<file path="src/rtl/core/oas_pkg.sv">
`default_nettype none
package oas_pkg;

    // fixed field widths
    localparam int DIST_W      = 16;
    localparam int FILT_W      = DIST_W + 8;
    localparam int TIME_W      = 32;
    localparam int ANGLE_W     = 20;
    localparam int ANGLE_FRAC  = 16;
    localparam int CODE_W      = 3;
    localparam int CFG_IDX_W   = 3;
    localparam int CFG_DATA_W  = 20;
    localparam int IN_DATA_W   = 48;
    localparam int OUT_DATA_W  = 24;

    // divider geometry
    localparam int DIV_NUM_W   = 42;
    localparam int DIV_DEN_W   = 24;
    localparam int DIV_Q_W     = 18;
    localparam int DIV_CNT_W   = 5;

    // arithmetic constants
    localparam int ONE_Q16        = 65536;
    localparam int DT_MAX_MS      = 200;
    localparam int ALPHA_MIN      = 655;
    localparam int RATE_MIN       = 3277;
    localparam int MS_PER_S       = 1000;
    localparam int ANGLE_ONE      = 1 << ANGLE_FRAC;
    localparam int ANGLE_HARD_MAX = (65 * ANGLE_ONE) / 100;
    localparam int SNAP_LIMIT     = (ANGLE_ONE + 9999) / 10000;
    localparam int ZERO_TURN_MAX  = ANGLE_ONE / 1000000;

    // reciprocal of one second in ms, exact floor for products below 2^27
    localparam int          MS_RECIP_SHIFT = 37;
    localparam logic [27:0] MS_RECIP       =
        28'(((64'd1 << MS_RECIP_SHIFT) + 64'(MS_PER_S) - 64'd1) / 64'(MS_PER_S));

    // register reset values
    localparam logic [15:0] SAFE_RST    = 16'd1700;
    localparam logic [15:0] ESTOP_RST   = 16'd600;
    localparam logic [15:0] FULL_RST    = 16'd900;
    localparam logic [16:0] ALPHA_RST   = 17'd16384;
    localparam logic [19:0] RATE_RST    = 20'd78643;
    localparam logic [15:0] DBAND_RST   = 16'd250;
    localparam logic [15:0] AMAX_RST    = 16'd19661;
    localparam logic [15:0] TMO_RST     = 16'd500;

    typedef enum logic [CFG_IDX_W-1:0] {
        REG_SAFE  = 3'd0,
        REG_ESTOP = 3'd1,
        REG_FULL  = 3'd2,
        REG_ALPHA = 3'd3,
        REG_RATE  = 3'd4,
        REG_DBAND = 3'd5,
        REG_AMAX  = 3'd6,
        REG_TMO   = 3'd7
    } reg_idx_t;

    typedef enum logic [1:0] {
        OP_FRONT = 2'd0,
        OP_LEFT  = 2'd1,
        OP_RIGHT = 2'd2,
        OP_TICK  = 2'd3
    } opcode_t;

    typedef enum logic [CODE_W-1:0] {
        DRV_CRUISE  = 3'd0,
        DRV_TURNING = 3'd1,
        DRV_NO_DATA = 3'd2,
        DRV_STALE   = 3'd3,
        DRV_ESTOP   = 3'd4,
        DRV_ZERO    = 3'd5
    } drive_code_t;

    typedef enum logic [1:0] {
        SIDE_NONE  = 2'd0,
        SIDE_LEFT  = 2'd1,
        SIDE_RIGHT = 2'd2
    } side_t;

    typedef enum logic [3:0] {
        ST_IDLE,
        ST_FMUL,
        ST_FWR,
        ST_TCHK,
        ST_UDIV,
        ST_UTAKE,
        ST_SQ,
        ST_SM,
        ST_MAG,
        ST_SIDE,
        ST_RMUL,
        ST_RSCALE,
        ST_RUPD,
        ST_OUT
    } state_t;

    typedef struct packed {
        logic load;
        logic filt_mul;
        logic filt_wr;
        logic tick_chk;
        logic div_step;
        logic u_take;
        logic sq_mul;
        logic sm_mul;
        logic mag_mul;
        logic side_upd;
        logic rate_mul;
        logic rate_scale;
        logic tick_upd;
        logic out_wr;
    } cmd_t;

    typedef struct packed {
        logic is_tick;
        logic need_div;
        logic div_last;
        logic started;
        logic out_free;
    } stat_t;

endpackage
`default_nettype wire

</file>
<file path="src/rtl/core/oas_div.sv">
`default_nettype none
module oas_div
    import oas_pkg::*;
(
    input  wire logic                 clk,
    input  wire logic                 rst_n,
    input  wire logic                 load,
    input  wire logic                 step,
    input  wire logic [DIV_NUM_W-1:0] num,
    input  wire logic [DIV_DEN_W-1:0] den,
    output logic      [DIV_Q_W-1:0]   quot,
    output logic                      sat,
    output logic                      last
);

    logic [DIV_NUM_W-1:0] rem_reg;
    logic [DIV_NUM_W-1:0] den_reg;
    logic [DIV_Q_W-1:0]   q_reg;
    logic                 sat_reg;
    logic [DIV_CNT_W-1:0] cnt_reg;
    logic [DIV_NUM_W:0]   den_top;
    logic                 fits;

    // quotient overflow check on load
    assign den_top = {{(DIV_NUM_W+1-DIV_DEN_W){1'b0}}, den} << DIV_Q_W;
    assign fits    = rem_reg >= den_reg;

    // restoring division, one quotient bit per cycle while step is asserted
    always_ff @(posedge clk or negedge rst_n)
    begin
        if (!rst_n)
        begin
            cnt_reg <= '0;
            sat_reg <= 1'b0;
        end
        else if (load)
        begin
            cnt_reg <= DIV_CNT_W'(DIV_Q_W - 1);
            sat_reg <= {1'b0, num} >= den_top;
        end
        else if (step)
        begin
            cnt_reg <= cnt_reg - 1'b1;
        end
    end

    always_ff @(posedge clk)
    begin
        if (load)
        begin
            rem_reg <= num;
            den_reg <= {{(DIV_NUM_W-DIV_DEN_W){1'b0}}, den} << (DIV_Q_W - 1);
            q_reg   <= '0;
        end
        else if (step)
        begin
            if (fits)
                rem_reg <= rem_reg - den_reg;
            q_reg   <= {q_reg[DIV_Q_W-2:0], fits};
            den_reg <= den_reg >> 1;
        end
    end

    assign quot = q_reg;
    assign sat  = sat_reg;
    assign last = cnt_reg == '0;

endmodule
`default_nettype wire

</file>
<file path="src/rtl/core/oas_dp.sv">
`default_nettype none
module oas_dp
    import oas_pkg::*;
(
    input  wire logic                  clk,
    input  wire logic                  rst_n,
    input  wire cmd_t                  cmd,
    output stat_t                      stat,
    input  wire logic [IN_DATA_W-1:0]  in_data,
    input  wire logic [1:0]            in_op,
    input  wire logic                  cfg_wr,
    input  wire logic [CFG_IDX_W-1:0]  cfg_idx,
    input  wire logic [CFG_DATA_W-1:0] cfg_val,
    output logic                       out_valid,
    input  wire logic                  out_ready,
    output logic [OUT_DATA_W-1:0]      out_data
);

    // configuration registers
    logic [15:0] safe_reg, estop_reg, full_reg, dband_reg, amax_reg, tmo_reg;
    logic [16:0] alpha_reg;
    logic [19:0] rate_reg;

    // captured item
    logic [1:0]        op_reg;
    logic [DIST_W-1:0] dist_reg;
    logic [TIME_W-1:0] time_reg;

    // channel state
    logic [FILT_W-1:0] filt_reg [3];
    logic [TIME_W-1:0] stime_reg [3];
    logic [2:0]        seen_reg;
    logic [DIST_W-1:0] raw_front_reg;
    side_t             side_reg;
    logic signed [ANGLE_W-1:0] angle_reg;
    logic              started_reg;
    logic [TIME_W-1:0] last_tick_reg;

    // tick working registers
    logic              clear_reg;
    logic [16:0]       u_reg;
    logic [15:0]       mag_reg;
    logic              zero_reg;
    logic [17:0]       maxc_reg;
    logic signed [46:0] prod_reg;

    // output register
    logic                  ovalid_reg;
    logic [OUT_DATA_W-1:0] odata_reg;
    logic [ANGLE_W-1:0]    res_angle_reg;
    drive_code_t           res_code_reg;

    logic [FILT_W-1:0]  target;
    logic signed [24:0] fdiff;
    logic [16:0]        alpha_c;
    logic [19:0]        rate_c;
    logic signed [25:0] mul_a;
    logic signed [20:0] mul_b;
    logic signed [46:0] rnd;
    logic [16:0]        prod_hi;
    logic [54:0]        scale_prod;
    logic [24:0]        safe_sh;
    logic signed [16:0] span;
    logic               clear_c;
    logic [DIV_NUM_W-1:0] div_num;
    logic [DIV_DEN_W-1:0] div_den;
    logic               div_load;
    logic [DIV_Q_W-1:0] quot;
    logic               sat;
    logic               div_last;
    logic [17:0]        sm_fac;
    logic [16:0]        mag_raw;
    logic signed [24:0] side_diff;
    logic signed [24:0] db_s;
    logic [TIME_W-1:0]  dt32;
    logic [7:0]         dt;
    logic signed [ANGLE_W:0] tgt;
    logic signed [ANGLE_W:0] req;
    logic signed [ANGLE_W:0] maxc;
    logic signed [ANGLE_W:0] req_c;
    logic signed [ANGLE_W-1:0] new_angle;
    logic [2:0]         fresh;
    drive_code_t        code_c;

    // configuration writes
    always_ff @(posedge clk or negedge rst_n)
    begin
        if (!rst_n)
        begin
            safe_reg  <= SAFE_RST;
            estop_reg <= ESTOP_RST;
            full_reg  <= FULL_RST;
            alpha_reg <= ALPHA_RST;
            rate_reg  <= RATE_RST;
            dband_reg <= DBAND_RST;
            amax_reg  <= AMAX_RST;
            tmo_reg   <= TMO_RST;
        end
        else if (cfg_wr)
        begin
            case (reg_idx_t'(cfg_idx))
                REG_SAFE:  safe_reg  <= cfg_val[15:0];
                REG_ESTOP: estop_reg <= cfg_val[15:0];
                REG_FULL:  full_reg  <= cfg_val[15:0];
                REG_ALPHA: alpha_reg <= cfg_val[16:0];
                REG_RATE:  rate_reg  <= cfg_val;
                REG_DBAND: dband_reg <= cfg_val[15:0];
                REG_AMAX:  amax_reg  <= cfg_val[15:0];
                REG_TMO:   tmo_reg   <= cfg_val[15:0];
                default:   ;
            endcase
        end
    end

    // clamped weights
    always_comb
    begin
        if (alpha_reg < 17'(ALPHA_MIN))
            alpha_c = 17'(ALPHA_MIN);
        else if (alpha_reg > 17'(ONE_Q16))
            alpha_c = 17'(ONE_Q16);
        else
            alpha_c = alpha_reg;
        rate_c = (rate_reg < 20'(RATE_MIN)) ? 20'(RATE_MIN) : rate_reg;
    end

    // filter error and tick time step
    assign target = {dist_reg, 8'd0};
    assign fdiff  = $signed({1'b0, target}) - $signed({1'b0, filt_reg[op_reg]});
    assign dt32   = time_reg - last_tick_reg;
    always_comb
    begin
        if (dt32[TIME_W-1])
            dt = 8'd0;
        else if (dt32 > TIME_W'(DT_MAX_MS))
            dt = 8'(DT_MAX_MS);
        else
            dt = dt32[7:0];
    end

    // previous product in q16, feeds the smoothstep and magnitude steps
    assign prod_hi = prod_reg[32:16];

    // shared multiplier operand select
    always_comb
    begin
        mul_a  = '0;
        mul_b  = '0;
        sm_fac = 18'(3 * ONE_Q16) - {u_reg, 1'b0};
        if (cmd.filt_mul)
        begin
            mul_a = 26'(fdiff);
            mul_b = $signed({4'd0, alpha_c});
        end
        else if (cmd.sq_mul)
        begin
            mul_a = $signed({9'd0, u_reg});
            mul_b = $signed({4'd0, u_reg});
        end
        else if (cmd.sm_mul)
        begin
            mul_a = $signed({9'd0, prod_hi});
            mul_b = $signed({3'd0, sm_fac});
        end
        else if (cmd.mag_mul)
        begin
            mul_a = $signed({10'd0, amax_reg});
            mul_b = $signed({4'd0, prod_hi});
        end
        else if (cmd.rate_mul)
        begin
            mul_a = $signed({18'd0, dt});
            mul_b = $signed({1'b0, rate_c});
        end
    end

    always_ff @(posedge clk)
    begin
        if (cmd.filt_mul || cmd.sq_mul || cmd.sm_mul || cmd.mag_mul || cmd.rate_mul)
            prod_reg <= 47'(mul_a * mul_b);
    end

    // urgency setup
    assign safe_sh  = {1'b0, safe_reg, 8'd0};
    assign clear_c  = {1'b0, filt_reg[0]} >= safe_sh;
    assign span     = $signed({1'b0, safe_reg}) - $signed({1'b0, full_reg});
    assign div_load = cmd.tick_chk && stat.need_div;
    assign div_num  = DIV_NUM_W'({(safe_sh - {1'b0, filt_reg[0]}), 16'd0});
    assign div_den  = {span[15:0], 8'd0};

    oas_div u_div (
        .clk   (clk),
        .rst_n (rst_n),
        .load  (div_load),
        .step  (cmd.div_step),
        .num   (div_num),
        .den   (div_den),
        .quot  (quot),
        .sat   (sat),
        .last  (div_last)
    );

    // per-tick change limit: rate times ms over one second by reciprocal
    assign scale_prod = prod_reg[26:0] * MS_RECIP;

    assign rnd       = prod_reg + 47'sd32768;
    assign mag_raw   = prod_reg[32:16];
    assign side_diff = $signed({1'b0, filt_reg[1]}) - $signed({1'b0, filt_reg[2]});
    assign db_s      = $signed({1'b0, dband_reg, 8'd0});

    // rate limiter step
    always_comb
    begin
        case (side_reg)
            SIDE_LEFT:  tgt = $signed({5'd0, mag_reg});
            SIDE_RIGHT: tgt = -$signed({5'd0, mag_reg});
            default:    tgt = '0;
        endcase
        maxc = $signed({3'd0, maxc_reg});
        req  = tgt - 21'(angle_reg);
        if (req > maxc)
            req_c = maxc;
        else if (req < -maxc)
            req_c = -maxc;
        else
            req_c = req;
        new_angle = angle_reg + req_c[ANGLE_W-1:0];
        if (new_angle > -20'sd7 && new_angle < 20'(SNAP_LIMIT))
            new_angle = '0;
    end

    // drive code
    always_comb
    begin
        for (int i = 0; i < 3; i++)
        begin
            fresh[i] = (time_reg - stime_reg[i]) >= 32'h8000_0000
                    || (time_reg - stime_reg[i]) <= {16'd0, tmo_reg};
        end
        if (seen_reg != 3'b111)
            code_c = DRV_NO_DATA;
        else if (fresh != 3'b111)
            code_c = DRV_STALE;
        else if (raw_front_reg <= estop_reg)
            code_c = DRV_ESTOP;
        else if (!clear_reg && zero_reg)
            code_c = DRV_ZERO;
        else if (!clear_reg)
            code_c = DRV_TURNING;
        else
            code_c = DRV_CRUISE;
    end

    // control state of the channels and the limiter
    always_ff @(posedge clk or negedge rst_n)
    begin
        if (!rst_n)
        begin
            for (int i = 0; i < 3; i++)
            begin
                filt_reg[i]  <= '0;
                stime_reg[i] <= '0;
            end
            seen_reg      <= '0;
            raw_front_reg <= '0;
            side_reg      <= SIDE_NONE;
            angle_reg     <= '0;
            started_reg   <= 1'b0;
            last_tick_reg <= '0;
        end
        else
        begin
            if (cmd.filt_wr)
            begin
                if (!seen_reg[op_reg])
                    filt_reg[op_reg] <= target;
                else
                    filt_reg[op_reg] <= filt_reg[op_reg] + rnd[39:16];
                seen_reg[op_reg]  <= 1'b1;
                stime_reg[op_reg] <= time_reg;
                if (op_reg == OP_FRONT)
                    raw_front_reg <= dist_reg;
            end
            if (cmd.side_upd && !clear_reg)
            begin
                case (side_reg)
                    SIDE_NONE:  side_reg <= (side_diff >= 0) ? SIDE_LEFT : SIDE_RIGHT;
                    SIDE_LEFT:  if (side_diff < -db_s) side_reg <= SIDE_RIGHT;
                    SIDE_RIGHT: if (side_diff > db_s) side_reg <= SIDE_LEFT;
                    default:    side_reg <= SIDE_NONE;
                endcase
            end
            if (cmd.tick_upd)
            begin
                last_tick_reg <= time_reg;
                started_reg   <= 1'b1;
                angle_reg     <= started_reg ? new_angle : '0;
            end
        end
    end

    // item capture and tick working values
    always_ff @(posedge clk)
    begin
        if (cmd.load)
        begin
            op_reg   <= in_op;
            dist_reg <= in_data[DIST_W-1:0];
            time_reg <= in_data[IN_DATA_W-1:DIST_W];
        end
        if (cmd.tick_chk)
        begin
            clear_reg <= clear_c;
            if (clear_c)
                u_reg <= '0;
            else
                u_reg <= 17'(ONE_Q16);
        end
        if (cmd.u_take)
            u_reg <= (sat || quot > 18'(ONE_Q16)) ? 17'(ONE_Q16) : quot[16:0];
        if (cmd.side_upd)
        begin
            mag_reg  <= (mag_raw > 17'(ANGLE_HARD_MAX)) ? 16'(ANGLE_HARD_MAX)
                                                        : mag_raw[15:0];
            zero_reg <= mag_raw <= 17'(ZERO_TURN_MAX);
        end
        if (cmd.rate_scale)
            maxc_reg <= scale_prod[MS_RECIP_SHIFT +: 18];
        if (cmd.tick_upd)
        begin
            res_angle_reg <= started_reg ? new_angle : '0;
            res_code_reg  <= code_c;
        end
        if (cmd.out_wr)
            odata_reg <= {side_reg == SIDE_LEFT, res_code_reg, res_angle_reg};
    end

    // output register
    always_ff @(posedge clk or negedge rst_n)
    begin
        if (!rst_n)
            ovalid_reg <= 1'b0;
        else if (cmd.out_wr)
            ovalid_reg <= 1'b1;
        else if (out_ready)
            ovalid_reg <= 1'b0;
    end

    assign out_valid = ovalid_reg;
    assign out_data  = odata_reg;

    assign stat.is_tick  = in_op == OP_TICK;
    assign stat.need_div = !clear_c && span > 0;
    assign stat.div_last = div_last;
    assign stat.started  = started_reg;
    assign stat.out_free = !ovalid_reg || out_ready;

    // the limiter never leaves the hard angle bound
    a_angle_bound: assert property (@(posedge clk) disable iff (!rst_n)
        angle_reg <= 20'sd42598 && angle_reg >= -20'sd42598)
        else $error("steering angle beyond hard limit");

    // snapped angles leave no tiny residue
    a_snap: assert property (@(posedge clk) disable iff (!rst_n)
        angle_reg == '0 || angle_reg >= 20'(SNAP_LIMIT) || angle_reg <= -20'sd7)
        else $error("unsnapped small angle");

    // urgency stays within one
    a_urgency: assert property (@(posedge clk) disable iff (!rst_n)
        $past(cmd.u_take) |-> u_reg <= 17'(ONE_Q16))
        else $error("urgency above one");

    // a result enters only while the output register is free
    a_out_free: assert property (@(posedge clk) disable iff (!rst_n)
        cmd.out_wr |-> (!ovalid_reg || out_ready))
        else $error("result overwritten");

endmodule
`default_nettype wire

</file>
<file path="src/rtl/core/oas_ctrl.sv">
`default_nettype none
module oas_ctrl
    import oas_pkg::*;
(
    input  wire logic  clk,
    input  wire logic  rst_n,
    input  wire logic  in_valid,
    output logic       in_ready,
    input  wire stat_t stat,
    output cmd_t       cmd
);

    state_t state_reg, state_next;

    always_ff @(posedge clk or negedge rst_n)
    begin
        if (!rst_n)
            state_reg <= ST_IDLE;
        else
            state_reg <= state_next;
    end

    // next state
    always_comb
    begin
        state_next = state_reg;
        case (state_reg)
            ST_IDLE:    if (in_valid) state_next = stat.is_tick ? ST_TCHK : ST_FMUL;
            ST_FMUL:    state_next = ST_FWR;
            ST_FWR:     state_next = ST_IDLE;
            ST_TCHK:    state_next = stat.need_div ? ST_UDIV : ST_SQ;
            ST_UDIV:    if (stat.div_last) state_next = ST_UTAKE;
            ST_UTAKE:   state_next = ST_SQ;
            ST_SQ:      state_next = ST_SM;
            ST_SM:      state_next = ST_MAG;
            ST_MAG:     state_next = ST_SIDE;
            ST_SIDE:    state_next = ST_RMUL;
            ST_RMUL:    state_next = stat.started ? ST_RSCALE : ST_RUPD;
            ST_RSCALE:  state_next = ST_RUPD;
            ST_RUPD:    state_next = ST_OUT;
            ST_OUT:     if (stat.out_free) state_next = ST_IDLE;
            default:    state_next = ST_IDLE;
        endcase
    end

    // commands
    always_comb
    begin
        cmd      = '0;
        in_ready = 1'b0;
        case (state_reg)
            ST_IDLE:
            begin
                in_ready = 1'b1;
                cmd.load = in_valid;
            end
            ST_FMUL:    cmd.filt_mul      = 1'b1;
            ST_FWR:     cmd.filt_wr       = 1'b1;
            ST_TCHK:    cmd.tick_chk      = 1'b1;
            ST_UDIV:    cmd.div_step      = 1'b1;
            ST_UTAKE:   cmd.u_take        = 1'b1;
            ST_SQ:      cmd.sq_mul        = 1'b1;
            ST_SM:      cmd.sm_mul        = 1'b1;
            ST_MAG:     cmd.mag_mul       = 1'b1;
            ST_SIDE:    cmd.side_upd      = 1'b1;
            ST_RMUL:    cmd.rate_mul      = 1'b1;
            ST_RSCALE:  cmd.rate_scale    = 1'b1;
            ST_RUPD:    cmd.tick_upd      = 1'b1;
            ST_OUT:     cmd.out_wr        = stat.out_free;
            default:    ;
        endcase
    end

    // input taken only when no item is in flight
    a_ready_idle: assert property (@(posedge clk) disable iff (!rst_n)
        (in_valid && in_ready) |=> state_reg != ST_IDLE)
        else $error("accepted item not started");

    // divider steps only in its own state
    a_div_step: assert property (@(posedge clk) disable iff (!rst_n)
        cmd.div_step |-> state_reg == ST_UDIV)
        else $error("stray divider step");

    // every tick update is followed by its result hand-off
    a_tick_out: assert property (@(posedge clk) disable iff (!rst_n)
        cmd.tick_upd |=> state_reg == ST_OUT)
        else $error("tick result lost");

endmodule
`default_nettype wire

</file>
<file path="src/rtl/core/obstacle_avoid_steering.sv">
// channel   dir  handshake                 payload
// s_axis    in   s_axis_tvalid/tready      tdata: distance_mm, time_ms; tuser: opcode
// m_axis    out  m_axis_tvalid/tready      tdata: steer_angle, drive_code, turn_left
// cfg       in   cfg_valid/cfg_ready       cfg_index, cfg_data
//
// a range sample runs capture, filter multiply and write back in turn
// a tick runs capture, clear check, the 18-step urgency divide when it is needed,
// square, smoothstep, magnitude, side, rate multiply, rate scale (not on the first
// tick), angle update and output; its multiply steps share the single multiplier
// rst_n clears all channel, limiter and handshake state; registers take their defaults
// one result sits in an output register; a further tick waits in its last state,
// holding off s_axis, until m_axis takes the held result
`default_nettype none
module obstacle_avoid_steering
    import oas_pkg::*;
(
    input  wire logic                  clk,
    input  wire logic                  rst_n,
    input  wire logic                  s_axis_tvalid,
    output logic                       s_axis_tready,
    input  wire logic [IN_DATA_W-1:0]  s_axis_tdata,   // distance_mm[15:0], time_ms[47:16]
    input  wire logic [1:0]            s_axis_tuser,   // opcode[1:0]
    output logic                       m_axis_tvalid,
    input  wire logic                  m_axis_tready,
    output logic [OUT_DATA_W-1:0]      m_axis_tdata,   // steer_angle[19:0], drive_code[22:20],
                                                       // turn_left[23]
    input  wire logic                  cfg_valid,
    output logic                       cfg_ready,
    input  wire logic [CFG_IDX_W-1:0]  cfg_index,
    input  wire logic [CFG_DATA_W-1:0] cfg_data
);

    cmd_t  cmd;
    stat_t stat;

    assign cfg_ready = 1'b1;

    oas_ctrl u_ctrl (
        .clk      (clk),
        .rst_n    (rst_n),
        .in_valid (s_axis_tvalid),
        .in_ready (s_axis_tready),
        .stat     (stat),
        .cmd      (cmd)
    );

    oas_dp u_dp (
        .clk       (clk),
        .rst_n     (rst_n),
        .cmd       (cmd),
        .stat      (stat),
        .in_data   (s_axis_tdata),
        .in_op     (s_axis_tuser),
        .cfg_wr    (cfg_valid && cfg_ready),
        .cfg_idx   (cfg_index),
        .cfg_val   (cfg_data),
        .out_valid (m_axis_tvalid),
        .out_ready (m_axis_tready),
        .out_data  (m_axis_tdata)
    );

endmodule
`default_nettype wire
</file>
<file path="config.mk">
export PLATFORM = sky130hd
export DESIGN_NAME = obstacle_avoid_steering
export DESIGN_NICKNAME = d
export VERILOG_FILES = /design/src/rtl/core/oas_pkg.sv /design/src/rtl/core/oas_div.sv /design/src/rtl/core/oas_dp.sv /design/src/rtl/core/oas_ctrl.sv /design/src/rtl/core/obstacle_avoid_steering.sv
export SDC_FILE = /design/constraint.sdc
export NUM_CORES = 2
export LEC_CHECK = 0
export ABC_AREA = 1
export BUFFER_PORTS_ARGS = -buffer_cell sky130_fd_sc_hd__buf_2
export CAP_MARGIN = 20
export CELL_PAD_IN_SITES_DETAIL_PLACEMENT = 0
export CELL_PAD_IN_SITES_GLOBAL_PLACEMENT = 2
export CORE_ASPECT_RATIO = 0.8
export CORE_MARGIN = 2
export CORE_UTILIZATION = 31
export DETAILED_ROUTE_END_ITERATION = 10
export PLACE_DENSITY_LB_ADDON = 0.1
export SLEW_MARGIN = 25
export SYNTH_ARGS = -nofsm -noshare
export SYNTH_HDL_FRONTEND = slang
export SYNTH_SLANG_ARGS = --single-unit
</file>
<file path="constraint.sdc">
create_clock -name clk -period 10.84 [get_ports clk]
set_input_delay 1.084 -clock clk [delete_from_list [all_inputs] [get_ports clk]]
set_output_delay 1.084 -clock clk [all_outputs]
set_load 0.02 [all_outputs]
</file>
==> out/metrics.cfg <==
[worst_setup_path]
arrival_ns = 10.71
start_kind = register
slowest_delay_ns = 0.55
worst-setup-path-type = reg2reg
critPathCaptureType = register
critPathRequiredTime_ns = 11.29
crit_slowest_cell = fa_1
cp_max_fo = 15

[final_layout]
layout.nets = 11807
largest_reg_flops = 96
drive_gt1_frac = 0.05965
final_common_cell = inv_1
final_area_mm2 = 0.08629
syn2layout_area_growth_pct = 10.60
final_cell_mix = inv_1 (2123), nand2_1 (1969), ha_1 (868)

[route]
first_pass_iters = 5
route.detailed.drc = 0
routedWlPerCell_um = 22.98
via_per_inst = 4.926
antenna_left = 0
drt-total-wl_um = 311800
drtIter0Drc = 4884
vias = 66826

[cts]
post_cts_resized = 0
cts_root_buf = clkbuf_16
cts_tree = done
cts.sinks = 677
htree_num_levels = 3
worstSkewPairLatency_ns = 0.76
clk_path_buf_depth = 3
hold_buffers = 0
cts_setup_buffers = 0
clk_pin_slew_ns = 0.07
numCtsBuffers = 88

[timing]
hold_viol = 0
final.min_clock_period_ns = 10.27
rsz0062_at_grt = false
tns_ns = 0
relSlewSlack = 0.2432
slew_viol_final = 0
fin_crit_sh = 0.9470
worst_clock_skew_ns = 0.07092
setup_viol_count_final = 0
max_freq_ghz = 0.09741
worstMarginPinSlew_ns = 1.107

[place]
placed_area_mm2 = 0.08325
portBuffers = 103
gp_congestion = 0.9223
dp_hpwl_um = 260500

[floorplanning]
design.core.area_mm2 = 0.2499
die-area_mm2 = 0.2557
fp-row-count = 164
die_height_um = 452.7
initial_core_util = 0.3122
die_x_um = 564.9
num_io_pins = 105

[grt]
grt_pass1_vias = 67818
grt_pass1_wl_um = 461800
antenna_found_initial = 23
track_usage = 0.2438
grt_remaining_overflow = 0
grt_max_degree = 91

[yosys]
synthTopCellsByArea = fa_1 (18%), ha_1 (14%), dfrtp_1 (11%)
ys_ff_latch = 677
synth-async-reset-ratio = 0.5702
ys_warn_count = 0
syn_area_per_cell_um2 = 7.813
synth_area_leader_cell = fa_1
synth_area_mm2 = 0.07802
synth_top_cell_area_share = 0.1773
synth_flop_cell = dfrtp_1
postSynthCellCount = 9987
yosysUniqueCellTypes = 77
synth_edf_count = 231
ys_seq_area_frac = 0.2288

[worst_hold_path]
min_path_type = in2async

[run_status]
status = finished clean

[flow_run]
drv_cap = 0

[area by class of cell]
cell class,instances,area [um^2]
fill,26688,163600
multi-input combinational,6987,51480
sequential,677,17850
inverter,2160,8127
tap,3320,4154
clock buffer,121,2427
timing repair buffer,255,1695
clock inverter,43,551.8
antenna,4,10.01
[logic make-up after synthesis]
group / count (synthesis) / share of synthesized area
adders and majority gates: 1560 / 0.3167
and+or+nand+nor: 3401 / 0.1824
AOI/OAI and AO/OA: 1651 / 0.1186
buffers and inverters: 2352 / 0.1147
DFF: 677 / 0.2288
xor gates and xnor gates: 342 / 0.03849
muxes: 2 / 0.0002886
other: 2 / 0.00009625
[worst max-delay path: cells and delay by family, from the launching register on]
family	cells	cell delay [ns]
XOR/XNOR	1	0.15
buffers and inverters	12	1.61
AND/OR/NAND/NOR	11	1.41
adder cells (fa/ha/maj)	9	4.25
flip-flops	1	0.37
AO/OA/AOI/OAI	8	2.09
[Yosys cell counts, drive strengths merged (97+ instances only)]
| library cell | number |
|---|---|
| inv | 2147 |
| nand2 | 2003 |
| ha | 869 |
| nor2 | 723 |
| o21ai | 704 |
| fa | 691 |
| a21oi | 581 |
| nand3 | 384 |
| dfrtp | 343 |
| xor2 | 245 |
| edfxtp | 231 |
| clkbuf | 129 |
| xnor2 | 97 |
[metal layers]
metal	track usage	vias up	share of wire
met4	0.05530	4	0.026
met5	0	-	0.000067
met1	0.3684	32967	0.51
met3	0.02492	251	0.042
met2	0.3704	1488	0.43
li1	-	32116	-
[worst paths after layout]
path	end	slack (ns)	cells after the start	start
max	u_dp.prod_reg[36]	0.57	41	u_dp.op_reg[1]
min	u_dp.angle_reg[4]	0.28	1	rst_n
max reg2reg	u_dp.prod_reg[36]	0.57	41	u_dp.op_reg[1]
min reg2reg	u_dp.out_data[0]	0.42	0	u_dp.res_angle_reg[0]
max in group asynchronous	u_dp.stime_reg[9]	8.30	3	rst_n
min in group clk	u_dp.out_data[0]	0.42	0	u_dp.res_angle_reg[0]
[stage by stage]
step	cells	hold slack (ns)	utilization	worst slack, ns
2_1_floorplan	10016	0.4003	-	2.142
3_3_place_gp	13399	0.4029	0.3331	0.2664
3_5_place_dp	13399	0.4057	0.3331	0.2333
4_1_cts	13563	0.2738	0.3450	0.1506
5_1_grt	13564	0.2851	0.3452	0.01507
6_report	13567	0.2752	0.3453	0.5743
Power is not shown: default switching activity piles up to over one toggle a cycle in this logic, so the estimate is an artifact.
